### src/hdl/bpc_pkg.sv
// ============================================================================
// Barometric pressure compensation: shared package
// Types for the transaction payloads, the calibration word set, the
// transfers between pipeline sections, and the register map.
// ============================================================================
`default_nettype none

package bpc_pkg;

    // Register map, word index on paddr[4:2].
    localparam logic [2:0] REG_PRESS_SENS  = 3'd0;
    localparam logic [2:0] REG_PRESS_OFF   = 3'd1;
    localparam logic [2:0] REG_SENS_TEMP   = 3'd2;
    localparam logic [2:0] REG_OFF_TEMP    = 3'd3;
    localparam logic [2:0] REG_REF_TEMP    = 3'd4;
    localparam logic [2:0] REG_TEMP_SLOPE  = 3'd5;

    localparam int ADDR_W = 5;

    // Input transaction.
    typedef struct packed {
        logic [23:0] raw_pressure;
        logic [23:0] raw_temperature;
    } bpc_sample_t;

    // Result transaction.
    typedef struct packed {
        logic signed [31:0] temperature_centi;
        logic signed [31:0] pressure_pascal;
    } bpc_result_t;

    // The six factory calibration words.
    typedef struct packed {
        logic [15:0] press_sens;
        logic [15:0] press_off;
        logic [15:0] sens_temp;
        logic [15:0] off_temp;
        logic [15:0] ref_temp;
        logic [15:0] temp_slope;
    } bpc_coeff_t;

    // First-order terms handed from the front section to the correction section.
    typedef struct packed {
        logic               valid;
        logic [23:0]        d1;
        logic signed [19:0] temp;
        logic [17:0]        t2;
        logic signed [18:0] a;
        logic signed [19:0] b;
        logic               cold;
        logic               very_cold;
        logic signed [35:0] off;
        logic signed [34:0] sens;
    } bpc_front_t;

    // Corrected terms handed from the correction section to the pressure section.
    typedef struct packed {
        logic               valid;
        logic [23:0]        d1;
        logic signed [31:0] temp;
        logic signed [43:0] off;
        logic signed [44:0] sens;
    } bpc_corr_t;

endpackage

`default_nettype wire

### src/hdl/bpc_press.sv
// ============================================================================
// Pressure section: raw pressure times sensitivity, offset and scaling
// Three stages: two partial products, their sum, then the offset
// subtraction and final scaling into the result register.
// ============================================================================
`default_nettype none

module bpc_press
    import bpc_pkg::*;
(
    input  wire logic      clk,
    input  wire logic      rst_n,
    input  wire bpc_corr_t corr,
    output logic           done,
    output bpc_result_t    result
);

    // Stage 6 registers.
    logic               v6_reg;
    logic [46:0]        pp_lo_reg;
    logic signed [46:0] pp_hi_reg;
    logic signed [46:0] pp_hi_next;
    logic signed [24:0] d1_s;
    logic signed [21:0] sens_hi;
    logic signed [31:0] temp6_reg;
    logic signed [43:0] off6_reg;

    // Stage 7 registers.
    logic               v7_reg;
    logic signed [69:0] prod_reg;
    logic signed [69:0] prod_next;
    logic signed [31:0] temp7_reg;
    logic signed [43:0] off7_reg;

    // Stage 8: result register.
    logic               done_reg;
    bpc_result_t        result_reg;
    bpc_result_t        result_next;
    logic signed [48:0] x_w;

    // Stage 6: sensitivity split into an unsigned low part and a signed high part.
    assign d1_s       = {1'b0, corr.d1};
    assign sens_hi    = corr.sens[44:23];
    assign pp_hi_next = d1_s * sens_hi;

    // Stage 7: recombine the partial products.
    assign prod_next = {pp_hi_reg, 23'h0} + {23'h0, pp_lo_reg};

    // Stage 8: scale, subtract offset, scale again, keep the low word.
    assign x_w = prod_reg[69:21] - {{5{off7_reg[43]}}, off7_reg};

    always_comb
    begin
        result_next.temperature_centi = temp7_reg;
        result_next.pressure_pascal   = x_w[46:15];
    end

    // Valid bits.
    always_ff @(posedge clk or negedge rst_n)
    begin
        if (!rst_n)
        begin
            v6_reg   <= 1'b0;
            v7_reg   <= 1'b0;
            done_reg <= 1'b0;
        end
        else
        begin
            v6_reg   <= corr.valid;
            v7_reg   <= v6_reg;
            done_reg <= v7_reg;
        end
    end

    // Payload registers.
    always_ff @(posedge clk)
    begin
        pp_lo_reg  <= corr.d1 * corr.sens[22:0];
        pp_hi_reg  <= pp_hi_next;
        temp6_reg  <= corr.temp;
        off6_reg   <= corr.off;
        prod_reg   <= prod_next;
        temp7_reg  <= temp6_reg;
        off7_reg   <= off6_reg;
        result_reg <= result_next;
    end

    assign done   = done_reg;
    assign result = result_reg;

endmodule

`default_nettype wire

### config.mk
export PLATFORM = sky130hd
export DESIGN_NAME = bpc_press
export DESIGN_NICKNAME = d
export VERILOG_FILES = /design/src/hdl/bpc_pkg.sv /design/src/hdl/bpc_press.sv
export SDC_FILE = /design/constraint.sdc
export NUM_CORES = 2
export LEC_CHECK = 0
export BUFFER_PORTS_ARGS = -buffer_cell sky130_fd_sc_hd__clkbuf_2
export CAP_MARGIN = 20
export CORE_ASPECT_RATIO = 1.75
export CORE_MARGIN = 2
export CORE_UTILIZATION = 58
export CTS_CLUSTER_SIZE = 30
export DETAILED_ROUTE_END_ITERATION = 7
export PLACE_DENSITY = 0.85
export RECOVER_POWER = 25
export SYNTH_ARGS = -nofsm -noshare
export SYNTH_HDL_FRONTEND = slang
export SYNTH_SLANG_ARGS = --single-unit
### constraint.sdc
create_clock -name clk -period 2.7 [get_ports clk]
set_clock_uncertainty 0.1 [all_clocks]
set_input_delay 0.27 -clock clk [delete_from_list [all_inputs] [get_ports clk]]
set_output_delay 0.27 -clock clk [all_outputs]
set_load 0.05 [all_outputs]
==> metrics.yaml <==
cp_data_required_time_ps: 3050
grt.total_usage_pct: 34.99
path_max_fanout: 10
slew_headroom_pct: 59.00
ys_ff_latch: 337
seq_area_um2: 6775
stdcell_area_um2: 57880
core-area_um2: 78100
synthToLayoutAreaGrowth_pct: 27.01
fin_crit_ps: 6775
cts_made_buffers: 29
die_area_um2: 80910
firstDrtPassIters: 7
die_width_um: 215.9
cts_tree: "done"
multiInputGateArea_um2: 36100
clkTransAtPathRegs_ps: 80
num_vias: 39890
vias_per_cell: 5.926
fin_ws_ps: -4075
max_freq_mhz: 147.6
synth-edff-count: 0
period_share_pct: 250.9
grt_setup_unrepaired: "true"
netlist_area_um2: 45570
antenna_found_initial: 21
path_class: "input pin to flip-flop"
r2r-start: "off7_reg[9]"
yosys_warnings: 0
post_dp_cell_area_um2: 52370
synth.distinct_cells: 73
async_flop_share_pct: 0.8902
clkLatencyLatePin_ps: 640
ios: 213
initial_core_util_pct: 58.34
end_kind: "flip-flop"
max_cap_violations: 0
syn_inst: 4903
holdCritStartpoint: "temp7_reg[28]"
drt_iter0_drc: 3609
place_congestion: 0.9643
nets: 7123
grt_pass1_wl_mm: 219.2
avgSynthCellArea_um2: 9.294
violations: "setup timing"
row_count: 136
fillCellCount: 4579
grt_max_degree: 27
totalWireLength_mm: 163.0
ctsLongestPathBuffers: 3
cts_sinks: 337
crit_start: "corr[135]"
finalSetupViolations: 87
dpl.hpwl_mm: 105.9
hold_violations: 0
status: "finished with violations"
synth-seq-area-share_pct: 14.84
slew_viol_final: 0
io_buffer_count: 212
drc: 0
htree_levels: 1
crit_path_start_kind: "input pin"
crit_arrival_ps: 7120
wl_per_cell_um: 24.22
synth-main-ff-cell: "dfxtp_1"
worst_slew_pin_slew_ps: 610.4
clockRootBuffer: "clkbuf_16"
min_path_type: "flip-flop to flip-flop"
ant_nets: 0
syn-num-nets: 6365
largest_reg_flops: 64
first_global_vias: 43310
drive_gt1_share_pct: 24.14
gr-total-overflow: 0
die_h_um: 374.8
## worst max-delay path: stages
cell       delay, ps
clkbuf_16        140
buf_12           190
buf_16           180
buf_4            130
nand2_1           80
fa_1             590
fa_1             460
fa_1             570
inv_1             60
fa_1             530
fa_1             460
fa_1             570
inv_2             50
fa_1             480
inv_1             70
ha_4             280
nand4_1          180
buf_4            200
nor2_4           100
o2bb2ai_4        140
o22ai_4           90
buf_6            120
nand4_1          200
nand3_2          310
a21boi_4         410
buf_4            190
nor2_4            50
## layout make-up
| type | count | share of cell area (%) |
|---|---|---|
| inverters | 1078 | 6.996 |
| well taps | 1035 | 2.237 |
| multi-input cells | 3259 | 62.37 |
| repair buffers | 956 | 14.85 |
| diodes | 12 | 0.05188 |
| clock buffers | 36 | 1.334 |
| flip-flops and latches | 337 | 11.71 |
| clock inverters | 18 | 0.4583 |
## final timing paths
path	end	slack, ps	cells after the start
worst min register to register	result[60]	180	0
worst min-delay path	result[60]	180	0
worst max-delay path	pp_lo_reg[43]	-4070	27
worst max register to register	result[20]	-270	12
max in group asynchronous	v6_reg	1780	3
min in group asynchronous	done	480	3
## layer usage
layer | up-vias | share of wire [%] | global-route usage (%) | wire length (µm)
met4 | 16 | 13 | 33.72 | 21580
met2 | 2976 | 48 | 62.88 | 77530
met3 | 1509 | 11 | 7.445 | 17810
li1 | 16150 | - | - | -
met1 | 19240 | 28 | 32.15 | 46000
met5 | - | 0.082 | 0 | 134
## layout by cell type, fill, tap and decap left out, drive strengths merged, types with 11 or more instances in the layout
cell type	count
nor2b	27
nor3	22
a31oi	16
nor2	69
buf	668
nand3	44
fa	897
and3	22
o21a	18
a211oi	15
or2	11
diode	12
o21ai	74
clkbuf	240
xor2	43
nand4	26
o21bai	20
nand2b	25
xnor2	92
dfxtp	334
and2	454
a21o	67
dlygate4sd3	79
inv	1087
nand2	685
ha	417
a21oi	135
## timing repair
item                       CTS  global route
setup endpoints to repair  114           110
hold endpoints to repair    80             0
setup buffers               48            66
pin swaps                   84           240
hold buffers                79             0
gates cloned                11             4
resized for setup          303           291
## synth_stat cells, types with 6 or more instances
cell type / n / share of area (%)
o21bai_1: 20 / 0.33
xor2_1: 43 / 0.83
a21o_1: 67 / 1.1
nor2_1: 69 / 0.57
nand2_1: 684 / 5.6
a31oi_1: 16 / 0.22
o21a_1: 18 / 0.30
nand2b_1: 25 / 0.34
a21oi_1: 128 / 1.4
o21ai_1: 13 / 0.14
nor2b_1: 27 / 0.37
nor3_1: 21 / 0.23
o211ai_1: 6 / 0.099
inv_1: 1078 / 8.9
or2_2: 10 / 0.14
ha_1: 417 / 11
clkbuf_1: 225 / 1.9
o21ai_0: 61 / 0.67
xnor2_1: 92 / 1.8
and3_1: 21 / 0.29
and2_1: 454 / 6.2
fa_1: 897 / 39
dfxtp_1: 334 / 15
a21oi_2: 7 / 0.13
a211oi_1: 13 / 0.21
nand3_1: 43 / 0.47
nand4_1: 26 / 0.36
## stage by stage
stage / TNS, ps / util (%) / hold WS (ps) / setup slack, ps / cells
2_1_floorplan: -195730 / - / -125.6 / -3672 / 4903
3_3_place_gp: -248340 / 67.05 / -36.48 / -4171 / 6474
3_5_place_dp: -258440 / 67.05 / -29.91 / -4371 / 6474
4_1_cts: -189930 / 72.01 / 170.9 / -3427 / 6663
5_1_grt: -217910 / 74.08 / 186.2 / -4087 / 6724
6_report: -206760 / 74.10 / 177.6 / -4075 / 6731
## kinds of logic after synthesis
family	count (synthesis)	synth area share, %
XOR/XNOR	135	2.595
adder cells (fa/ha/maj)	1314	50.86
AND/OR/NAND/NOR	1408	15.16
AO/OA/AOI/OAI	401	5.758
flip-flops	337	14.84
buffers and inverters	1307	10.78
multiplexers	1	0.02197
Power is left out: the tool's default activity adds up to more than one toggle a clock period on the data nets, which glitch-free logic cannot reach.
