===== config.mk =====
export PLATFORM = sky130hd
export DESIGN_NAME = bpc_front
export DESIGN_NICKNAME = d
export VERILOG_FILES = /design/src/hdl/bpc_pkg.sv /design/src/hdl/bpc_front.sv
export SDC_FILE = /design/constraint.sdc
export NUM_CORES = 2
export LEC_CHECK = 0
export ABC_AREA = 1
export CAP_MARGIN = 0
export CORE_ASPECT_RATIO = 1.75
export CORE_MARGIN = 2
export CORE_UTILIZATION = 50
export DETAILED_ROUTE_END_ITERATION = 10
export DONT_BUFFER_PORTS = 1
export GPL_ROUTABILITY_DRIVEN = 0
export REMOVE_ABC_BUFFERS = 1
export SETUP_SLACK_MARGIN = 0.5
export SYNTH_ARGS = -nofsm -noshare
export SYNTH_HDL_FRONTEND = slang
export SYNTH_SLANG_ARGS = --single-unit

===== constraint.sdc =====
create_clock -name clk -period 8.9 [get_ports clk]
set_clock_uncertainty 0.2 [all_clocks]
set_input_delay 0.89 -clock clk [delete_from_list [all_inputs] [get_ports clk]]
set_output_delay 0.89 -clock clk [all_outputs]
set_load 0.01 [all_outputs]

===== src/hdl/bpc_pkg.sv =====
// ============================================================================
// Barometric pressure compensation: shared package
// Types for the transaction payloads, the calibration word set, the
// transfers between pipeline sections, and the register map.
// ============================================================================
`default_nettype none

package bpc_pkg;

    // Register map, word index on paddr[4:2].
    localparam logic [2:0] REG_PRESS_SENS  = 3'd0;
    localparam logic [2:0] REG_PRESS_OFF   = 3'd1;
    localparam logic [2:0] REG_SENS_TEMP   = 3'd2;
    localparam logic [2:0] REG_OFF_TEMP    = 3'd3;
    localparam logic [2:0] REG_REF_TEMP    = 3'd4;
    localparam logic [2:0] REG_TEMP_SLOPE  = 3'd5;

    localparam int ADDR_W = 5;

    // Input transaction.
    typedef struct packed {
        logic [23:0] raw_pressure;
        logic [23:0] raw_temperature;
    } bpc_sample_t;

    // Result transaction.
    typedef struct packed {
        logic signed [31:0] temperature_centi;
        logic signed [31:0] pressure_pascal;
    } bpc_result_t;

    // The six factory calibration words.
    typedef struct packed {
        logic [15:0] press_sens;
        logic [15:0] press_off;
        logic [15:0] sens_temp;
        logic [15:0] off_temp;
        logic [15:0] ref_temp;
        logic [15:0] temp_slope;
    } bpc_coeff_t;

    // First-order terms handed from the front section to the correction section.
    typedef struct packed {
        logic               valid;
        logic [23:0]        d1;
        logic signed [19:0] temp;
        logic [17:0]        t2;
        logic signed [18:0] a;
        logic signed [19:0] b;
        logic               cold;
        logic               very_cold;
        logic signed [35:0] off;
        logic signed [34:0] sens;
    } bpc_front_t;

    // Corrected terms handed from the correction section to the pressure section.
    typedef struct packed {
        logic               valid;
        logic [23:0]        d1;
        logic signed [31:0] temp;
        logic signed [43:0] off;
        logic signed [44:0] sens;
    } bpc_corr_t;

endpackage

`default_nettype wire


===== src/hdl/bpc_front.sv =====
// ============================================================================
// Front section: temperature difference and first-order terms
// Three stages: difference, four products, then first-order temperature,
// offset and sensitivity with the flags for the low-temperature corrections.
// ============================================================================
`default_nettype none

module bpc_front
    import bpc_pkg::*;
(
    input  wire logic        clk,
    input  wire logic        rst_n,
    input  wire logic        start,
    input  wire bpc_sample_t sample,
    input  wire bpc_coeff_t  coeff,
    output bpc_front_t       front
);

    localparam logic signed [19:0] TEMP_REF   = 20'sd2000;
    localparam logic signed [19:0] COLD_SHIFT = 20'sd3500;
    localparam logic signed [18:0] A_VCOLD    = -19'sd3500;

    // Stage 1 registers.
    logic               v1_reg;
    logic [23:0]        d1_1_reg;
    logic signed [24:0] dt_reg;
    logic signed [24:0] dt_next;

    // Stage 2 registers.
    logic               v2_reg;
    logic [23:0]        d1_2_reg;
    logic signed [41:0] p_tc_reg;
    logic signed [41:0] p_off_reg;
    logic signed [41:0] p_sens_reg;
    logic [48:0]        p_dd_reg;
    logic signed [41:0] p_tc_next;
    logic signed [41:0] p_off_next;
    logic signed [41:0] p_sens_next;
    logic signed [49:0] p_dd_next;
    logic signed [16:0] c6_s;
    logic signed [16:0] c4_s;
    logic signed [16:0] c3_s;

    // Stage 3 registers.
    bpc_front_t         front_reg;
    bpc_front_t         front_next;
    logic signed [18:0] a_w;

    // Stage 1: raw temperature minus the scaled reference.
    assign dt_next = signed'({1'b0, sample.raw_temperature})
                   - signed'({1'b0, coeff.ref_temp, 8'h00});

    // Stage 2: the temperature products.
    assign c6_s        = {1'b0, coeff.temp_slope};
    assign c4_s        = {1'b0, coeff.off_temp};
    assign c3_s        = {1'b0, coeff.sens_temp};
    assign p_tc_next   = dt_reg * c6_s;
    assign p_off_next  = dt_reg * c4_s;
    assign p_sens_next = dt_reg * c3_s;
    assign p_dd_next   = dt_reg * dt_reg;

    // Stage 3: first-order terms and range flags.
    assign a_w = p_tc_reg[41:23];

    always_comb
    begin
        front_next.valid     = v2_reg;
        front_next.d1        = d1_2_reg;
        front_next.a         = a_w;
        front_next.temp      = 20'(a_w) + TEMP_REF;
        front_next.b         = 20'(a_w) + COLD_SHIFT;
        front_next.t2        = p_dd_reg[48:31];
        front_next.cold      = a_w[18];
        front_next.very_cold = (a_w < A_VCOLD);
        front_next.off       = {4'h0, coeff.press_off, 16'h0000}
                             + {p_off_reg[41], p_off_reg[41:7]};
        front_next.sens      = {4'h0, coeff.press_sens, 15'h0000}
                             + {p_sens_reg[41], p_sens_reg[41:8]};
    end

    // Valid bits and the stage 3 register.
    always_ff @(posedge clk or negedge rst_n)
    begin
        if (!rst_n)
        begin
            v1_reg    <= 1'b0;
            v2_reg    <= 1'b0;
            front_reg <= '0;
        end
        else
        begin
            v1_reg    <= start;
            v2_reg    <= v1_reg;
            front_reg <= front_next;
        end
    end

    // Payload registers.
    always_ff @(posedge clk)
    begin
        d1_1_reg   <= sample.raw_pressure;
        dt_reg     <= dt_next;
        d1_2_reg   <= d1_1_reg;
        p_tc_reg   <= p_tc_next;
        p_off_reg  <= p_off_next;
        p_sens_reg <= p_sens_next;
        p_dd_reg   <= p_dd_next[48:0];
    end

    assign front = front_reg;

endmodule

`default_nettype wire


==> results.md <==
* First-pass GRT wire length at 359000 um
* Post-route ant nets at 0
* Worst-Margin Slew at 1.13 ns
* Largest net degree at the start of global routing at 171
* CP Max Fanout at 43
* Flop2flop setup slack at 1.80 ns
* Area contributors post-synth: fa_1, inv_1, nand2_1, ha_1, dfrtp_1
* Drt pass-1 iters at 8
* Worst setup SP type: flop
* CP Class: reg -> reg
* Final WL at 222000 um
* CTS Sinks at 349
* Fmax at 0.141 GHz
* Final setup viols at 0
* Standard-cell row count at 192
* Routed vias at 59.6k
* Synthesized flop and latch total at 349
* Fraction of layout cells with a size suffix above 1 at 0.0220
* Setup TNS at 0 ns
* Asr flop ratio synth at 0.487
* CTS Buf Count at 40
* R2R depth at 22
* Reg-to-Reg Start: dt_reg[22]
* Seq/Total Area, Yosys at 0.0998
* Final Max Tran Viols at 0
* Critical Path Max Stage Delay at 0.90 ns
* RSZ-0062 raised after global routing: no
* Final nets at 11.9k
* Max Cap Viol at 0
* Unique cell type count in the Yosys netlist at 49
* Gr ovfl total at 0
* Most common cell in the netlist: inv_1
* Fin. Hold Viols at 3
* Clock Latency Late Sink at 0.65 ns
* Netlist Area Pre-Place at 78500 um2
* Hpwl dp at 182000 um
* Synth Instances at 9757
* Synth Flop Type: dfxtp_1
* CP Capture Type: flop
* Clk root buf: clkbuf_16
* Total track usage at 0.291
* Die area at 160000 um2
* Initial Util at 0.503
* Hold Crit Class: in -> async
* Die X at 304 um
* Share of the synthesized area in the top cell type at 0.451
* Htree depth at 2
* Chip height at 528 um
* Largest area contributor in the netlist: fa_1
* WL/cell at 19.2 um
* Slew Limit Headroom at 0.245
* # DRC at 0
* Yosys warnings at 0
* Layout area overhead at 3.95%
* Req. time, crit path at 9.22 ns
* Critical Path AT at 7.42 ns
* Initial antenna violation count at 11
* Slowest cell on the critical path: dfxtp_4
* Max Root-Sink Buffers at 3
* Number of synthesized flops with an enable pin at 0
* CTS tree: yes
* Port bufs at 0
* Max reg flops at 168
* Failing checks: negative hold slack
* Final min period at 7.10 ns
* DRT iter0 DRCs at 3110
* Most common library cells after synthesis: inv_1, nand2_1, fa_1
* Final worst-path cycle share at 0.798
* Hold Slack at -0.0370 ns
* Syn Area/Cell at 8.05 um2
* Vias in the first global route at 67.8k
* Worst r2r dst: p_dd_reg[37]
* Crit-path cells: nand2_1 -> fa_1 -> inv_1 -> fa_1 -> inv_1 -> fa_1 -> fa_1 -> inv_1 -> fa_1 -> fa_1 -> inv_1 -> fa_1 -> inv_1 -> ha_1 -> a21oi_1 -> o21ai_0 -> inv_1 -> nand2_1 -> a21oi_1 -> nand3_1 -> nand2_1 -> nand2_1
* Post-CTS Setup Inserts at 0
* Most used cell, CP: fa_1
* Core Area at 156000 um2
* Clock transition at path regs at 0.07 ns
* Status: finished with violations
* DR vias/cell at 5.15
* I/O pin cnt at 322
## worst max-delay path, delay by kind of cell (launching register included)
kind,cells,cell delay [ns]
AOI/OAI and AO/OA,3,0.80
adders and majority gates,8,3.96
buffers and inverters,6,0.34
and+or+nand+nor,5,0.63
DFF,1,0.90
## timing repair
| item | in CTS | in global routing |
|---|---|---|
| endpoints found under the hold margin | 170 | 0 |
| hold buffers | 1 | 0 |
| gates resized for setup | 0 | 0 |
## cells by family (layout without fill, tap and decap cells)
logic type               Yosys count  in the layout  synth area share
flip-flops                       349            349            0.0998
buffers and inverters           3346           3119             0.160
XOR/XNOR                         137            137            0.0153
AO/OA/AOI/OAI                    466            466            0.0328
AND/OR/NAND/NOR                 3191           3191             0.161
adder cells (fa/ha/maj)         2268           2268             0.531
other                              0              2                 0
## worst max-delay path by stage
stage,slack (ns),from,endpoint
6_report,1.80,dt_reg[22],p_dd_reg[37]
5_1_grt,1.44,dt_reg[4],p_dd_reg[48]
4_1_cts,1.83,dt_reg[24],p_dd_reg[42]
3_5_place_dp,1.87,dt_reg[24],p_dd_reg[47]
3_3_place_gp,1.92,dt_reg[24],p_dd_reg[47]
2_1_floorplan,1.45,dt_reg[24],p_dd_reg[47]
## cell usage in the layout (no fill, tap or decap), drive strengths merged, types with 6 or more instances in the layout
| cell | n |
|---|---|
| a21o | 20 |
| ha | 501 |
| o21ai | 137 |
| dfrtp | 170 |
| clkbuf | 51 |
| inv | 3011 |
| nand3 | 167 |
| a21oi | 246 |
| a21boi | 12 |
| dfxtp | 179 |
| nor4 | 10 |
| fa | 1767 |
| buf | 47 |
| o21bai | 33 |
| nand3b | 7 |
| clkinv | 7 |
| nor2 | 376 |
| nand2 | 2517 |
| nor3 | 37 |
| xnor2 | 43 |
| a31oi | 6 |
| xor2 | 94 |
| nand4 | 64 |
## routing by layer
metal / wire (um) / global-route usage / part of all wire / vias to the layer above
met4: 14300 / 0.154 / 0.064 / 10
met3: 11400 / 0.0372 / 0.051 / 727
li1: - / - / - / 26900
met2: 121000 / 0.551 / 0.54 / 1942
met5: 67 / 0 / 0.00030 / -
met1: 75600 / 0.307 / 0.34 / 30000
## layout make-up
cell class              instances  area (um2)
clock buffers                  51        1150
clock inverters                23         239
fillers                     15000       74600
multi-input cells            6062       58100
inverters                    2998       11300
repair buffers                 47         398
well taps                    2037        2550
flip-flops and latches        349        7930
diodes                          2        5.00
## through the flow
stage / utilization / hold slack [ns] / std cells / cell area, um2 / setup WS [ns]
6_report: 0.523 / -0.0370 / 11600 / 81600 / 1.80
5_1_grt: 0.523 / 0.0454 / 11600 / 81600 / 1.44
4_1_cts: 0.523 / 0.0341 / 11600 / 81600 / 1.83
3_5_place_dp: 0.513 / 0.112 / 11500 / 80200 / 1.87
3_3_place_gp: 0.513 / 0.109 / 11500 / 80200 / 1.92
2_1_floorplan: - / 0.110 / 9409 / 77200 / 1.45
Power is left out: the tool's default activity adds up to more than one toggle a clock period on the data nets, which glitch-free logic cannot reach.
