### config.mk
export PLATFORM = sky130hd
export DESIGN_NAME = bpc_corr
export DESIGN_NICKNAME = d
export VERILOG_FILES = /design/src/hdl/bpc_pkg.sv /design/src/hdl/bpc_corr.sv
export SDC_FILE = /design/constraint.sdc
export NUM_CORES = 2
export LEC_CHECK = 0
export BUFFER_PORTS_ARGS = -buffer_cell sky130_fd_sc_hd__buf_2
export CAP_MARGIN = 20
export CORE_MARGIN = 1
export CORE_UTILIZATION = 30
export DETAILED_ROUTE_END_ITERATION = 7
export MAX_ROUTING_LAYER = met4
export PLACE_DENSITY = 0.45
export SLEW_MARGIN = 25
export SYNTH_ARGS = -nofsm -noshare
export SYNTH_HDL_FRONTEND = slang
export SYNTH_SLANG_ARGS = --single-unit
export TNS_END_PERCENT = 1
### constraint.sdc
create_clock -name clk -period 10.37 [get_ports clk]
set_input_delay 2.074 -clock clk [delete_from_list [all_inputs] [get_ports clk]]
set_output_delay 2.074 -clock clk [all_outputs]
set_load 0.05 [all_outputs]
### src/hdl/bpc_pkg.sv
// ============================================================================
// Barometric pressure compensation: shared package
// Types for the transaction payloads, the calibration word set, the
// transfers between pipeline sections, and the register map.
// ============================================================================
`default_nettype none

package bpc_pkg;

    // Register map, word index on paddr[4:2].
    localparam logic [2:0] REG_PRESS_SENS  = 3'd0;
    localparam logic [2:0] REG_PRESS_OFF   = 3'd1;
    localparam logic [2:0] REG_SENS_TEMP   = 3'd2;
    localparam logic [2:0] REG_OFF_TEMP    = 3'd3;
    localparam logic [2:0] REG_REF_TEMP    = 3'd4;
    localparam logic [2:0] REG_TEMP_SLOPE  = 3'd5;

    localparam int ADDR_W = 5;

    // Input transaction.
    typedef struct packed {
        logic [23:0] raw_pressure;
        logic [23:0] raw_temperature;
    } bpc_sample_t;

    // Result transaction.
    typedef struct packed {
        logic signed [31:0] temperature_centi;
        logic signed [31:0] pressure_pascal;
    } bpc_result_t;

    // The six factory calibration words.
    typedef struct packed {
        logic [15:0] press_sens;
        logic [15:0] press_off;
        logic [15:0] sens_temp;
        logic [15:0] off_temp;
        logic [15:0] ref_temp;
        logic [15:0] temp_slope;
    } bpc_coeff_t;

    // First-order terms handed from the front section to the correction section.
    typedef struct packed {
        logic               valid;
        logic [23:0]        d1;
        logic signed [19:0] temp;
        logic [17:0]        t2;
        logic signed [18:0] a;
        logic signed [19:0] b;
        logic               cold;
        logic               very_cold;
        logic signed [35:0] off;
        logic signed [34:0] sens;
    } bpc_front_t;

    // Corrected terms handed from the correction section to the pressure section.
    typedef struct packed {
        logic               valid;
        logic [23:0]        d1;
        logic signed [31:0] temp;
        logic signed [43:0] off;
        logic signed [44:0] sens;
    } bpc_corr_t;

endpackage

`default_nettype wire

### src/hdl/bpc_corr.sv
// ============================================================================
// Correction section: second-order temperature, offset and sensitivity
// Two stages: squares of the temperature distances, then the correction
// sums subtracted from the first-order terms.
// ============================================================================
`default_nettype none

module bpc_corr
    import bpc_pkg::*;
(
    input  wire logic       clk,
    input  wire logic       rst_n,
    input  wire bpc_front_t front,
    output bpc_corr_t       corr
);

    // Stage 4 registers.
    logic               v4_reg;
    logic [23:0]        d1_reg;
    logic signed [20:0] temp_reg;
    logic signed [20:0] temp_next;
    logic [36:0]        a2_reg;
    logic [37:0]        b2_reg;
    logic signed [37:0] a2_full;
    logic signed [39:0] b2_full;
    logic               cold_reg;
    logic               very_cold_reg;
    logic signed [35:0] off_reg;
    logic signed [34:0] sens_reg;

    // Stage 5 terms.
    logic [39:0]        five_a2;
    logic [40:0]        seven_b2;
    logic [41:0]        eleven_b2;
    logic [42:0]        off2;
    logic [42:0]        sens2;
    bpc_corr_t          corr_reg;
    bpc_corr_t          corr_next;

    // Stage 4: squares and the corrected temperature.
    assign a2_full   = front.a * front.a;
    assign b2_full   = front.b * front.b;
    assign temp_next = {front.temp[19], front.temp}
                     - (front.cold ? {3'b000, front.t2} : 21'd0);

    // Stage 5: offset and sensitivity corrections; each halving truncates on its own.
    assign five_a2   = {a2_reg, 2'b00} + {3'b000, a2_reg};
    assign seven_b2  = {b2_reg, 3'b000} - {3'b000, b2_reg};
    assign eleven_b2 = {1'b0, b2_reg, 3'b000} + {3'b000, b2_reg, 1'b0} + {4'h0, b2_reg};

    always_comb
    begin
        off2  = '0;
        sens2 = '0;
        if (cold_reg)
        begin
            off2  = {4'h0, five_a2[39:1]};
            sens2 = {5'h00, five_a2[39:2]};
            if (very_cold_reg)
            begin
                off2  = off2 + {2'b00, seven_b2};
                sens2 = sens2 + {2'b00, eleven_b2[41:1]};
            end
        end
        corr_next.valid = v4_reg;
        corr_next.d1    = d1_reg;
        corr_next.temp  = 32'(temp_reg);
        corr_next.off   = {{8{off_reg[35]}}, off_reg} - {1'b0, off2};
        corr_next.sens  = {{10{sens_reg[34]}}, sens_reg} - {2'b00, sens2};
    end

    // Valid bit and the stage 5 register.
    always_ff @(posedge clk or negedge rst_n)
    begin
        if (!rst_n)
        begin
            v4_reg   <= 1'b0;
            corr_reg <= '0;
        end
        else
        begin
            v4_reg   <= front.valid;
            corr_reg <= corr_next;
        end
    end

    // Payload registers.
    always_ff @(posedge clk)
    begin
        d1_reg        <= front.d1;
        temp_reg      <= temp_next;
        a2_reg        <= a2_full[36:0];
        b2_reg        <= b2_full[37:0];
        cold_reg      <= front.cold;
        very_cold_reg <= front.very_cold;
        off_reg       <= front.off;
        sens_reg      <= front.sens;
    end

    assign corr = corr_reg;

endmodule

`default_nettype wire

==> out/metrics.yaml, run 1 <==
synthXorXnorAreaFrac_pct: 6.553
clk_path_buf_depth: 3
async_flop_share_pct: 41.59
synthMuxAreaShare_pct: 0.2491
antenna_found_initial: 6
htree_num_levels: 2
hold_buffers: 0
pre_cts_slack_ps: 967.6
ys_seq_elements: 327
ios: 323
synth-simple-area-share_pct: 11.45
grt_max_degree: 75
status: "stopped before the end"
stop_error: "[ERROR DRT-0255] Maze Route cannot find path of net clk in worker of routeBox ( 386400 144900 ) ( 400810 193200 )."
yosysWarnings: 0
synth_top_family_by_area: "adder cells"
grt_usage_pct: 17.54
cts_setup_buffers: 0
synth_top_flop_cell: "dfxtp_1"
gp_congestion: 0.8832
gr-total-overflow: 0
clock-sinks: 327
synth.avg_cell_area_um2: 9.270
hpwl_um: 115200
numCtsBuffers: 42
synth_top_area_share_pct: 31.05
numPortBuffers: 322
yosysSeqAreaShare_pct: 15.15
synthCells: 5147
grt_first_pass_wirelength_um: 215600
synth-edff-count: 0
synth_fa_ha_area_share_pct: 44.50
synth_area_leader_cell: "fa_1"
failing_step: "5_2_route"
netlist_top_cells_area: "fa_1 (31%), ha_1 (13%), dfxtp_1 (8.0%), inv_1 (7.3%), dfrtp_1 (7.1%)"
initial_utilization_pct: 30.37
synth_compound_area_share_pct: 13.80
grt_pass1_vias: 38080
dpl_cell_area_um2: 51590
cts_resized: 0
die_h_um: 400.8
clockRootBuffer: "clkbuf_16"
synth_area_um2: 47710
row_count: 145
synthDistinctLibCells: 80
fp.dieW_um: 400.8
==> layer usage <==
metal and track usage (%):
met5 -, met4 3.045, met1 23.03, met2 29.49, met3 1.787
==> stage by stage <==
step,hold WS [ps],std cells
floorplan,316.3,5148
global placement,316.9,7433
detailed placement,319.5,7433
CTS,327.2,7511
global route,330.7,7519
==> cells in the mapped netlist (12+ instances only) <==
master / instances
nor2_1: 230
a31oi_1: 45
xnor2_1: 249
o31ai_1: 14
nor3_1: 52
or2_2: 14
nand4_1: 29
dfxtp_1: 191
a211oi_1: 32
nand2_1: 396
o21a_1: 52
or3_1: 12
ha_1: 513
o21bai_1: 47
xor2_1: 108
a21oi_1: 297
o21ai_0: 201
a21o_1: 181
dfrtp_1: 136
and3_1: 33
nor2b_1: 43
fa_1: 740
clkbuf_1: 98
and2_1: 165
nand3_1: 49
inv_1: 924
o211ai_1: 24
nand2b_1: 57
and4_1: 13
==> cell families after synthesis <==
group,after synthesis
adder cells (fa/ha/maj),1253
AND/OR/NAND/NOR,1130
buffers and inverters,1042
AO/OA/AOI/OAI,1025
XOR/XNOR,357
flip-flops,327
multiplexers,11
other,2
==> run 2: changes to the inputs <==
--- a/config.mk
+++ b/config.mk
@@ -8,10 +8,9 @@
 export BUFFER_PORTS_ARGS = -buffer_cell sky130_fd_sc_hd__buf_2
 export CAP_MARGIN = 20
 export CORE_MARGIN = 1
-export CORE_UTILIZATION = 30
+export CORE_UTILIZATION = 20
 export DETAILED_ROUTE_END_ITERATION = 7
-export MAX_ROUTING_LAYER = met4
-export PLACE_DENSITY = 0.45
+export PLACE_DENSITY_LB_ADDON = 0.15
 export SLEW_MARGIN = 25
 export SYNTH_ARGS = -nofsm -noshare
 export SYNTH_HDL_FRONTEND = slang
==> run 2 against run 1 <==
Against the previous run: the flow now finishes without violations; global-route usage is 4.7 points lower; synthesized area stayed put; synthesized cell count unchanged.
==> out/metrics.yaml, run 2 <==
ys_seq_elements: 327  # unchanged
coreArea_um2: 236300
rsz0062_at_grt: "false"
fp.dieW_um: 490.4  # +22%
critPathBufInv: 6
maxSlewHeadroom_pct: 40.03
critPathMostFrequentCell: "fa_1"
synth_top_flop_cell: "dfxtp_1"
async_flop_share_pct: 41.59  # unchanged
finalCriticalPeriod_ps: 8918
synth-simple-area-share_pct: 11.45  # unchanged
area_growth_pct: 14.20
synth_area_leader_cell: "fa_1"
finalNetCount: 6857
htree_num_levels: 2  # unchanged
clockRootBuffer: "clkbuf_16"
critPathKind: "in -> reg"
crit_required_ps: 10920
insertion_delay_ps: 620
synthDistinctLibCells: 80  # unchanged
numCtsBuffers: 43  # +2.4%
clock-sinks: 327  # unchanged
cts_tree: "yes"
setup_tns_ps: 0
synthTopCellsByCount: "inv_1 (924), fa_1 (740), ha_1 (513)"
final.setup.worst_slack_ps: 1452
ios: 323  # unchanged
initial_utilization_pct: 20.19  # -10 points
viasPerCell: 4.143
end_kind: "register"
grt_pass1_vias: 38630  # +1.4%
wl_per_cell_um: 17.92
cts_resized: 0  # unchanged
clk_path_buf_depth: 3  # unchanged
drive_above_1_share_pct: 8.532
cts_setup_buffers: 0  # unchanged
crit_family: "adder cells"
grt_max_degree: 72  # -4.0%
fin_skew_ps: 20.90
clkTransAtPathRegs_ps: 60
hold_buffers: 0  # unchanged
synthCells: 5147  # unchanged
synthMuxAreaShare_pct: 0.2491  # unchanged
vias: 35690
hp-class: "reg -> reg"
synthXorXnorAreaFrac_pct: 6.553  # unchanged
crit_arrival_ps: 9460
largest_reg_flops: 135
synth_top_family_by_area: "adder cells"
fp.dieArea_um2: 240500
fmax_mhz: 112.1
gr-total-overflow: 0  # unchanged
netlist_top_cells_area: "fa_1 (31%), ha_1 (13%), dfxtp_1 (8.0%), inv_1 (7.3%), dfrtp_1 (7.1%)"
seqCellArea_um2: 7229
final_common_cell: "inv_1"
fillerInstances: 25950
grt_first_pass_wirelength_um: 237700  # +10%
fin_crit_sh_pct: 86.00
multi_input_area_um2: 36540
status: "completed"
maxCapViolCount: 0
synth_compound_area_share_pct: 13.80  # unchanged
drt.antenna.violating_nets: 0
tightest_slew_ps: 899.6
routed_wl_um: 154400
synth-edff-count: 0  # unchanged
max_stage_delay_ps: 520
pre_cts_slack_ps: 774.3  # -193.3 ps
numPortBuffers: 322  # unchanged
cp_max_fo: 15
layout_common_cells: "inv_1 (924), fa_1 (740), ha_1 (513)"
grt_usage_pct: 12.82  # -4.7 points
synth_fa_ha_area_share_pct: 44.50  # unchanged
hold_violations: 0
whs_ps: 321.2
yosysSeqAreaShare_pct: 15.15  # unchanged
gp_congestion: 0.8331  # -5.7%
synth_top_area_share_pct: 31.05  # unchanged
hpwl_um: 132600  # +15%
setup_violations: 0
drc: 0
row_count: 178  # +23%
yosysWarnings: 0  # unchanged
dr.pass1.iters: 7
synth.avg_cell_area_um2: 9.270  # unchanged
slowest_stage: "fa_1"
antenna_found_initial: 15  # +9
synth.most_common_cell: "inv_1"
synth_area_um2: 47710  # unchanged
die_h_um: 490.4  # +22%
cp-start-kind: "primary input"
finalMaxSlewViolations: 0
drt-initial-drc-count: 1586
## run 2: cell counts after synthesis
Identical to the previous run, type by type.
## run 2: logic make-up (layout without fill, tap and decap cells)
family	count (synthesis)	after routing
compound gates	1025	1025
xor+xnor	357	357
fa+ha+maj	1253	1253
buf+inv	1042	1356
flops	327	327
mux	11	11
other cells	2	6
simple gates	1130	1130
## run 2: stage by stage
stage	instance area, um^2	util (%)	std cells
final	54490	23.06	8615
after detailed placement	53010	22.43	8532
after global placement	53010	22.43	8532
after global routing	54480	23.06	8612
after CTS	54480	23.06	8612
after floorplan	47720	-	5148
## run 2: worst register-to-register path: cells and delay by family, from the launching register on
kind / cells / cell delay [ps]
compound gates: 15 / 3900
simple gates: 10 / 1890
fa+ha+maj: 4 / 1810
flops: 1 / 540
mux: 1 / 210
xor+xnor: 1 / 180
## run 2: area by class of cell
type                            count  area share (%)
Antenna cell                        3         0.01378
Timing Repair Buffer              350           3.355
Clock buffer                       56           2.174
Multi-Input combinational cell   3779           67.05
Tap cell                         3150           7.233
Inverter                          926           6.379
Sequential cell                   327           13.27
Clock inverter                     24          0.5281
## run 2: worst paths after layout
path,cells past startpoint,endpoint,startpoint,slack (ps)
worst max-delay path,26,b2_reg[36],front[87],1450
worst min-delay path,0,corr[92],temp_reg[3],320
worst max register to register,31,corr[43],b2_reg[13],1680
worst min register to register,0,corr[92],temp_reg[3],320
max in group asynchronous,2,corr[134],rst_n,7470
min in group asynchronous,1,corr[108],rst_n,1500
## run 2: layer usage
layer / wire, um / track usage (%) / vias up
met1: 75150 / 17.90 / 17680
li1: - / - / 17270
met2: 71190 / 21.38 / 599
met4: 2647 / 2.249 / 6
met5: 41 / 0 / -
met3: 5339 / 1.394 / 133
Power of run 2 is not shown: default switching activity piles up to over one toggle a cycle in this logic, so the estimate is an artifact.
