$ cat src/hdl/bpc_pkg.sv
// ============================================================================
// Barometric pressure compensation: shared package
// Types for the transaction payloads, the calibration word set, the
// transfers between pipeline sections, and the register map.
// ============================================================================
`default_nettype none

package bpc_pkg;

    // Register map, word index on paddr[4:2].
    localparam logic [2:0] REG_PRESS_SENS  = 3'd0;
    localparam logic [2:0] REG_PRESS_OFF   = 3'd1;
    localparam logic [2:0] REG_SENS_TEMP   = 3'd2;
    localparam logic [2:0] REG_OFF_TEMP    = 3'd3;
    localparam logic [2:0] REG_REF_TEMP    = 3'd4;
    localparam logic [2:0] REG_TEMP_SLOPE  = 3'd5;

    localparam int ADDR_W = 5;

    // Input transaction.
    typedef struct packed {
        logic [23:0] raw_pressure;
        logic [23:0] raw_temperature;
    } bpc_sample_t;

    // Result transaction.
    typedef struct packed {
        logic signed [31:0] temperature_centi;
        logic signed [31:0] pressure_pascal;
    } bpc_result_t;

    // The six factory calibration words.
    typedef struct packed {
        logic [15:0] press_sens;
        logic [15:0] press_off;
        logic [15:0] sens_temp;
        logic [15:0] off_temp;
        logic [15:0] ref_temp;
        logic [15:0] temp_slope;
    } bpc_coeff_t;

    // First-order terms handed from the front section to the correction section.
    typedef struct packed {
        logic               valid;
        logic [23:0]        d1;
        logic signed [19:0] temp;
        logic [17:0]        t2;
        logic signed [18:0] a;
        logic signed [19:0] b;
        logic               cold;
        logic               very_cold;
        logic signed [35:0] off;
        logic signed [34:0] sens;
    } bpc_front_t;

    // Corrected terms handed from the correction section to the pressure section.
    typedef struct packed {
        logic               valid;
        logic [23:0]        d1;
        logic signed [31:0] temp;
        logic signed [43:0] off;
        logic signed [44:0] sens;
    } bpc_corr_t;

endpackage

`default_nettype wire

$ cat src/hdl/bpc_cfg_regs.sv
// ============================================================================
// Calibration register file
// APB-style write and read access to the six 16-bit calibration words.
// ============================================================================
`default_nettype none

module bpc_cfg_regs
    import bpc_pkg::*;
(
    input  wire logic                clk,
    input  wire logic                rst_n,
    input  wire logic                psel,
    input  wire logic                penable,
    input  wire logic                pwrite,
    input  wire logic [ADDR_W-1:0]   paddr,
    input  wire logic [31:0]         pwdata,
    output logic      [31:0]         prdata,
    output logic                     pready,
    output bpc_coeff_t               coeff
);

    bpc_coeff_t coeff_reg;
    bpc_coeff_t coeff_next;
    logic       wr_en;
    logic [2:0] index;

    assign pready = 1'b1;
    assign wr_en  = psel & penable & pwrite;
    assign index  = paddr[4:2];
    assign coeff  = coeff_reg;

    // Write decode; writes past the last register are dropped.
    always_comb
    begin
        coeff_next = coeff_reg;
        if (wr_en)
        begin
            case (index)
                REG_PRESS_SENS: coeff_next.press_sens = pwdata[15:0];
                REG_PRESS_OFF:  coeff_next.press_off  = pwdata[15:0];
                REG_SENS_TEMP:  coeff_next.sens_temp  = pwdata[15:0];
                REG_OFF_TEMP:   coeff_next.off_temp   = pwdata[15:0];
                REG_REF_TEMP:   coeff_next.ref_temp   = pwdata[15:0];
                REG_TEMP_SLOPE: coeff_next.temp_slope = pwdata[15:0];
                default:        coeff_next = coeff_reg;
            endcase
        end
    end

    always_ff @(posedge clk or negedge rst_n)
    begin
        if (!rst_n)
        begin
            coeff_reg <= '0;
        end
        else
        begin
            coeff_reg <= coeff_next;
        end
    end

    // Read mux.
    always_comb
    begin
        case (index)
            REG_PRESS_SENS: prdata = {16'h0, coeff_reg.press_sens};
            REG_PRESS_OFF:  prdata = {16'h0, coeff_reg.press_off};
            REG_SENS_TEMP:  prdata = {16'h0, coeff_reg.sens_temp};
            REG_OFF_TEMP:   prdata = {16'h0, coeff_reg.off_temp};
            REG_REF_TEMP:   prdata = {16'h0, coeff_reg.ref_temp};
            REG_TEMP_SLOPE: prdata = {16'h0, coeff_reg.temp_slope};
            default:        prdata = 32'h0;
        endcase
    end

endmodule

`default_nettype wire

$ cat config.mk
export PLATFORM = sky130hd
export DESIGN_NAME = bpc_cfg_regs
export DESIGN_NICKNAME = d
export VERILOG_FILES = /design/src/hdl/bpc_pkg.sv /design/src/hdl/bpc_cfg_regs.sv
export SDC_FILE = /design/constraint.sdc
export NUM_CORES = 1
export LEC_CHECK = 0
export BUFFER_PORTS_ARGS = -buffer_cell sky130_fd_sc_hd__clkbuf_2
export CAP_MARGIN = 25
export CORE_MARGIN = 4
export CORE_UTILIZATION = 45
export CTS_BUF_LIST = sky130_fd_sc_hd__clkbuf_4 sky130_fd_sc_hd__clkbuf_8 sky130_fd_sc_hd__clkbuf_16
export CTS_CLUSTER_SIZE = 24
export DETAILED_ROUTE_END_ITERATION = 7
export HOLD_SLACK_MARGIN = 0.1
export MAX_ROUTING_LAYER = met4
export PLACE_DENSITY = 0.77
export SLEW_MARGIN = 20
export SYNTH_ARGS = -nofsm -noshare
export SYNTH_HDL_FRONTEND = slang
export SYNTH_SLANG_ARGS = --single-unit
$ cat constraint.sdc
create_clock -name clk -period 1.2 [get_ports clk]
set_clock_uncertainty 0.05 [all_clocks]
set_input_delay 0.12 -clock clk [delete_from_list [all_inputs] [get_ports clk]]
set_output_delay 0.12 -clock clk [all_outputs]
set_load 0.02 [all_outputs]
==> reports/qor.csv, run 1 <==
stage;metric;value;unit
status;run_status;complete, but fails checks;
status;failed_checks;setup timing;
floorplan;dieArea;12000;um2
worst_setup_path;ff2ff_setup_slack;0.01;ns
clock_tree;cts.reportedPaths.clkPinSlew;0.10;ns
sta;slew_violations;0;
grt;grt_start_max_net_pins;97;
yosys;synth_commonest_cells;96 x sky130_fd_sc_hd__dfrtp_1, 57 x sky130_fd_sc_hd__mux2_2, 50 x sky130_fd_sc_hd__mux2_1;
yosys;netlist.top_cell.by_area;sky130_fd_sc_hd__dfrtp_1;
clock_tree;ctsRootBufferMaster;sky130_fd_sc_hd__clkbuf_8;
power_and_ir_drop;power.leakage;3.87;nW
final_layout;largest_register_ffs;96;
yosys;most_instantiated_library_cell_after_synthesis;sky130_fd_sc_hd__dfrtp_1;
worst_setup_path;crit_chain;mux2_4, a221oi_2, a31oi_2, clkbuf_8;
power_and_ir_drop;power.total;12.0;mW
worst_setup_path;critical-path-slowest-cell;sky130_fd_sc_hd__dfrtp_2;
yosys;post_synth.cell_area_avg;13.9;um2
clock_tree;cts_tree;built;
clock_tree;clk_sink_count;96;
yosys;synth.distinct_cells;29;
final_layout;num_antenna_cells;0;
clock_tree;cts_made_buffers;9;
drt;drt-total-wl;15.8;mm
worst_setup_path;critical_path_class;reg -> out;
drt;detailedRoute.firstPassIterationCount;4;
worst_setup_path;crit_path_max_incr_delay;0.43;ns
yosys;register_bit_count_reported_by_yosys;96;
worst_setup_path;worstSetupStartpoint;coeff[83]$_DFFE_PN0P_;
sta;fmaxAchievable;0.570;GHz
floorplan;fp-row-count;36;
worst_setup_path;critPathArrivalTime;1.58;ns
yosys;yosys_most_used_dff;sky130_fd_sc_hd__dfrtp_1;
worst_setup_path;cpLargestDelayFamily;flip-flops;
final_layout;nets;640;
power_and_ir_drop;ir_worst_vdd;0.000938;V
worst_setup_path;worst-path-stages;4;
yosys;synth-edff-count;0;
worst_setup_path;critical_path.max_fanout;2;
drt;drt_drc_violations_left;0;
yosys;synth.area.top_cells;sky130_fd_sc_hd__dfrtp_1 52%, sky130_fd_sc_hd__mux2_2 14%, sky130_fd_sc_hd__mux2_1 12%;
grt;antenna_found_initial;0;
grt;grt_pass1_vias;4123;
clock_tree;worstSkewPairLatency;0.36;ns
drt;detail_route.vias_per_cell;5.35;
clock_tree;cts-root-to-sink-buffers;2;
grt;globalRouteMet2Util;0.431;
worst_setup_path;setup.worst_path.end_class;output pin;
floorplan;initial_utilization;0.469;
sta;slew_headroom;0.639;
worst_setup_path;critical_path.startpoint_type;register;
sta;unrepaired_setup_endpoints_after_global_routing;yes;
yosys;synth.cell_area;4650;um2
place;place.detailed.hpwl;9.46;mm
flow_run;max_cap_violations;0;
yosys;syn_inst;335;
drt;drtIter0Drc;251;
final_layout;drive_above_1_share;0.640;
place;portBuffers;135;
min_path;hp-class;in -> async;
sta;setup_ws;-0.554;ns
yosys;ys_async_sr_fraction;1.00;
grt;globalRouteMet3Util;0.0482;
final_layout;num-fill-cells;557;
grt;gr-max-usage-layer;met2;
grt;globalRouteOverflowTotal;0;
worst_setup_path;cp-endpoint;prdata[3];
worst_setup_path;r2r-end;coeff[41]$_DFFE_PN0P_;
sta;fraction_of_the_cycle_the_final_worst_path_needs;1.46;
yosys;sequential_element_share_of_the_synthesized_area;0.517;
floorplan;die_height;110;um
place;dpl-instance-area;6150;um2
floorplan;floorplan.io_pins;171;
grt;grt_pass1_wl;22.0;mm
worst_setup_path;timing.reg2reg.worst_path_depth;4;
drt;wl_per_cell;21.5;um
drt;drt.antenna.violating_nets;0;
sta;worst_pin_slew;0.542;ns
worst_setup_path;path_buf_inv;1;
grt;grtUsageMet1;0.289;
place;gp_routability_congestion;0.851;
sta;final_period_minus_worst_setup_slack;1.75;ns
grt;gr-usage-all-layers;0.250;
power_and_ir_drop;power.density_cell_area;1550;nW/um2
clock_tree;h-tree-depth;3;
floorplan;chipWidth;110;um
yosys;synth.yosys.warnings;0;
place;preCtsSetupSlack;-0.308;ns
sta;hold_viol;0;
yosys;synth_top_area_frac;0.517;
worst_setup_path;crit-reg2reg-launch;coeff[41]$_DFFE_PN0P_;
final_layout;final_core_util;0.784;
worst_setup_path;worstPathRequired;1.03;ns
drt;count_of_vias_placed_by_the_detailed_router;3939;
final_layout;final_area;7760;um2
sta;timing.final.setup_violations;38;
final_layout;synthToLayoutAreaGrowth;67.1;%
floorplan;design.core.area;9910;um2
==> tightest hold or removal path, cell delays in order <==
cell,delay (ns)
sky130_fd_sc_hd__dlygate4sd3_1,0.52
sky130_fd_sc_hd__buf_4,0.11
sky130_fd_sc_hd__buf_12,0.36
==> how the worst min path moves through the flow <==
stage               slack [ns]                     to  startpoint  cells after the start
floorplan                -0.23   coeff[0]$_DFFE_PN0P_       rst_n                      0
global placement          0.16  coeff[20]$_DFFE_PN0P_       rst_n                      2
detailed placement        0.17  coeff[20]$_DFFE_PN0P_       rst_n                      2
CTS                       0.30   coeff[3]$_DFFE_PN0P_       rst_n                      3
global route              0.34   coeff[4]$_DFFE_PN0P_       rst_n                      3
finish                    0.25  coeff[20]$_DFFE_PN0P_       rst_n                      3
==> cell type report <==
type | count | area, um2 | area share
clock buffers | 11 | 139 | 0.0179
clock inverters | 5 | 33.8 | 0.00435
inverters | 1 | 3.75 | 0.000483
multi-input cells | 219 | 2300 | 0.296
flip-flops and latches | 96 | 2400 | 0.310
well taps | 133 | 166 | 0.0214
repair buffers | 271 | 2720 | 0.350
==> power by group <==
| part | switching (mW) | internal (mW) |
|---|---|---|
| registers | 0.546 | 3.87 |
| logic | 2.46 | 3.15 |
| clock network | 1.18 | 0.802 |
==> layout by cell type (no fill, tap or decap), drive strengths merged <==
master,synthesis,layout
mux2,107,107
a31oi,4,4
nor2b,1,1
dfrtp,96,96
and3b,1,1
conb,2,17
or2b,1,1
o2bb2ai,3,3
or2,1,1
nand4b,1,1
a211o,6,6
clkinvlp,0,2
nor3b,3,3
nand2,9,9
a21oi,6,6
o21ai,9,9
mux2i,27,27
clkinv,0,2
a221oi,4,4
clkbuf,3,73
nand2b,2,2
nand4,1,1
dlygate4sd3,0,17
o22a,6,6
inv,1,2
buf,31,192
nor2,10,10
==> cell families after synthesis <==
group	share of synthesized area
AOI/OAI and AO/OA	0.0574
buffers and inverters	0.0547
DFF	0.517
muxes	0.318
other	0.00162
and+or+nand+nor	0.0517
==> per-stage QoR <==
step / instances / hold slack (ns) / setup TNS [ns]
floorplan: 350 / -0.226 / -3.61
global placement: 650 / 0.164 / -25.17
detailed placement: 650 / 0.168 / -28.44
CTS: 709 / 0.298 / -7.37
global route: 736 / 0.335 / -10.70
finish: 736 / 0.245 / -7.69
==> layer usage <==
metal / share of wire / wire [um]
met5: 0 / 0
met4: 0.021 / 327
met2: 0.54 / 8510
met1: 0.39 / 6110
met3: 0.055 / 865
==> what timing repair did <==
action | 4_1_cts | 5_1_grt
hold endpoints to repair | 192 | 0
hold buffers | 17 | 0
resized for setup | 121 | 178
buffers inserted | 34 | 48
setup endpoints to repair | 52 | 71
pin swaps | 5 | 8
Power figures use the tool's default switching activity.
==> run 2, diff against run 1 <==
CTS_BUF_LIST = unset   (was sky130_fd_sc_hd__clkbuf_4 sky130_fd_sc_hd__clkbuf_8 sky130_fd_sc_hd__clkbuf_16)
==> run 2 against run 1 <==
Against the previous run: the flow still finishes with violations (setup timing); first-iteration DRC count shrank 28%; register-to-register slack is essentially flat; die area is the same; clock power shrank 2%; sequential share of layout area grew 0.32 points; via count shrank 1.5%; final cell count shrank 0.54%; clock-buffer cell count is the same; sequential power is essentially flat; hold slack lost 0.013 ns; non-clock buffer count shrank 4; critical path type unchanged; largest power group unchanged.
==> reports/qor.csv, run 2 (synthesized netlist as in run 1, its figures left out) <==
stage;metric;value;unit;change
status;run_status;complete, but fails checks;;
status;failed_checks;setup timing;;
drt;wl_per_cell;21.2;um;-1.4%
place;portBuffers;135;;unchanged
worst_setup_path;critical_path_class;reg -> out;;
flow_run;max_cap_violations;0;;unchanged
sta;fraction_of_the_cycle_the_final_worst_path_needs;1.42;;-0.0390
sta;fmaxAchievable;0.586;GHz;+2.7%
place;dpl-instance-area;6150;um2;unchanged
clock_tree;clk_sink_count;96;;unchanged
drt;drt_drc_violations_left;0;;unchanged
grt;gr-usage-all-layers;0.251;;+0.000905
clock_tree;ctsRootBufferMaster;sky130_fd_sc_hd__clkbuf_8;;
clock_tree;cts.reportedPaths.clkPinSlew;0.11;ns;about the same
min_path;hp-class;in -> async;;
final_layout;final_area;7680;um2;-1.0%
final_layout;largest_register_ffs;96;;unchanged
final_layout;synthToLayoutAreaGrowth;65.4;%;
drt;count_of_vias_placed_by_the_detailed_router;3881;;-1.5%
place;gp_routability_congestion;0.851;;unchanged
floorplan;floorplan.io_pins;171;;unchanged
power_and_ir_drop;ir_worst_vdd;0.000921;V;-1.8%
grt;globalRouteOverflowTotal;0;;unchanged
power_and_ir_drop;power.density_cell_area;1540;nW/um2;-0.31%
sta;worst_pin_slew;0.545;ns;+0.00289 ns
worst_setup_path;critical-path-slowest-cell;sky130_fd_sc_hd__dfrtp_1;;
sta;final_period_minus_worst_setup_slack;1.71;ns;-0.0468 ns
grt;grt_pass1_vias;4109;;-0.34%
worst_setup_path;path_buf_inv;1;;unchanged
floorplan;chipWidth;110;um;unchanged
worst_setup_path;crit_path_max_incr_delay;0.43;ns;about the same
drt;detailedRoute.firstPassIterationCount;5;;+1
sta;slew_violations;0;;unchanged
final_layout;layout_common_cells;94 x sky130_fd_sc_hd__dfrtp_1, 86 x sky130_fd_sc_hd__buf_6, 59 x sky130_fd_sc_hd__clkbuf_2;;
worst_setup_path;critical_path.startpoint_type;register;;
worst_setup_path;cpLargestDelayFamily;flip-flops;;
floorplan;initial_utilization;0.469;;unchanged
drt;drt.antenna.violating_nets;0;;unchanged
final_layout;num_antenna_cells;0;;unchanged
final_layout;num-fill-cells;576;;+3.4%
final_layout;nets;636;;-0.63%
clock_tree;h-tree-depth;3;;unchanged
worst_setup_path;setup.worst_path.end_class;output pin;;
sta;slew_headroom;0.637;;-0.00193
worst_setup_path;worstPathRequired;1.03;ns;about the same
drt;detail_route.vias_per_cell;5.30;;-0.93%
sta;unrepaired_setup_endpoints_after_global_routing;yes;;
clock_tree;worstSkewPairLatency;0.36;ns;about the same
grt;antenna_found_initial;0;;unchanged
drt;drt-total-wl;15.5;mm;-1.9%
floorplan;fp-row-count;36;;unchanged
sta;timing.final.setup_violations;47;;+24%
sta;hold_viol;0;;unchanged
final_layout;drive_above_1_share;0.634;;-0.00574
grt;grt_pass1_wl;22.1;mm;+0.56%
worst_setup_path;crit_chain;mux2_2, a21oi_2, o21ai_2, buf_4;;
worst_setup_path;critical_path.max_fanout;2;;unchanged
floorplan;die_height;110;um;unchanged
place;place.detailed.hpwl;9.46;mm;unchanged
grt;grt_start_max_net_pins;97;;unchanged
floorplan;design.core.area;9910;um2;unchanged
clock_tree;cts-root-to-sink-buffers;2;;unchanged
power_and_ir_drop;power.leakage;3.83;nW;-0.99%
clock_tree;cts_tree;built;;
floorplan;dieArea;12000;um2;unchanged
drt;drtIter0Drc;180;;-28%
worst_setup_path;critPathArrivalTime;1.54;ns;-0.04 ns
clock_tree;cts_made_buffers;9;;unchanged
place;preCtsSetupSlack;-0.308;ns;unchanged
sta;setup_ws;-0.507;ns;+0.0468 ns
final_layout;layout_commonest_cell;sky130_fd_sc_hd__dfrtp_1;;
## run 2: cell count changes in the layout (fill, tap and decap cells not counted), sizes merged
cell    previous run  this run
buf              192       186
clkbuf            73        75
## run 2: area by class of cell
class                      instances  area (um2)  share of cell area
clock inverter                     5        33.8             0.00440
tap                              133         166              0.0217
timing repair buffer             267        2660               0.346
multi-input combinational        219        2280               0.297
clock buffer                      11         131              0.0171
inverter                           1        3.75            0.000488
sequential                        96        2400               0.313
## run 2: path summary, 6_finish.rpt
path	from	to	slack, ns	depth (start not counted)
setup / recovery	coeff[5]$_DFFE_PN0P_	prdata[5]	-0.51	4
hold / removal	rst_n	coeff[20]$_DFFE_PN0P_	0.23	3
setup reg to reg	coeff[41]$_DFFE_PN0P_	coeff[41]$_DFFE_PN0P_	0.01	4
hold reg to reg	coeff[64]$_DFFE_PN0P_	coeff[64]$_DFFE_PN0P_	0.49	1
max in group asynchronous	rst_n	coeff[31]$_DFFE_PN0P_	0.40	3
min in group clk	penable	coeff[56]$_DFFE_PN0P_	0.39	5
## run 2: worst reg2reg max path, delay by kind of cell (launching register included)
kind	cells	cell delay (ns)
buffers and inverters	3	0.37
DFF	1	0.40
muxes	1	0.26
## run 2: routing by layer
| metal | part of all wire | vias up | global-route usage |
|---|---|---|---|
| li1 | - | 1710 | - |
| met1 | 0.39 | 2012 | 0.292 |
| met2 | 0.54 | 138 | 0.433 |
| met3 | 0.053 | 21 | 0.0511 |
| met4 | 0.018 | 0 | 0.0873 |
| met5 | 0 | - | - |
## run 2: what timing repair did
action | CTS | global route
setup endpoints to repair | 52 | 72
pin swaps | 5 | 5
gates resized for setup | 121 | 168
gates cloned | 0 | 0
endpoints found under the hold margin | 192 | 0
hold buffers | 17 | 0
buffers inserted | 33 | 47
## run 2: through the flow
step | TNS [ns] | hold slack, ns | power, mW | instances | util
5_1_grt | -10.16 | 0.337 | 12.4 | 732 | 0.776
3_5_place_dp | -28.44 | 0.168 | 8.12 | 650 | 0.621
6_report | -7.46 | 0.232 | 11.8 | 732 | 0.776
4_1_cts | -7.24 | 0.298 | 10.9 | 708 | 0.723
2_1_floorplan | -3.61 | -0.226 | 6.50 | 350 | -
3_3_place_gp | -25.17 | 0.164 | 8.01 | 650 | 0.621
## run 2: power by group
group | internal (mW) | switching, mW | total (mW)
Sequential | 3.87 | 0.543 | 4.41
Clock | 0.757 | 1.18 | 1.94
Combinational | 3.08 | 2.42 | 5.50
Total | 7.71 | 4.14 | 11.8
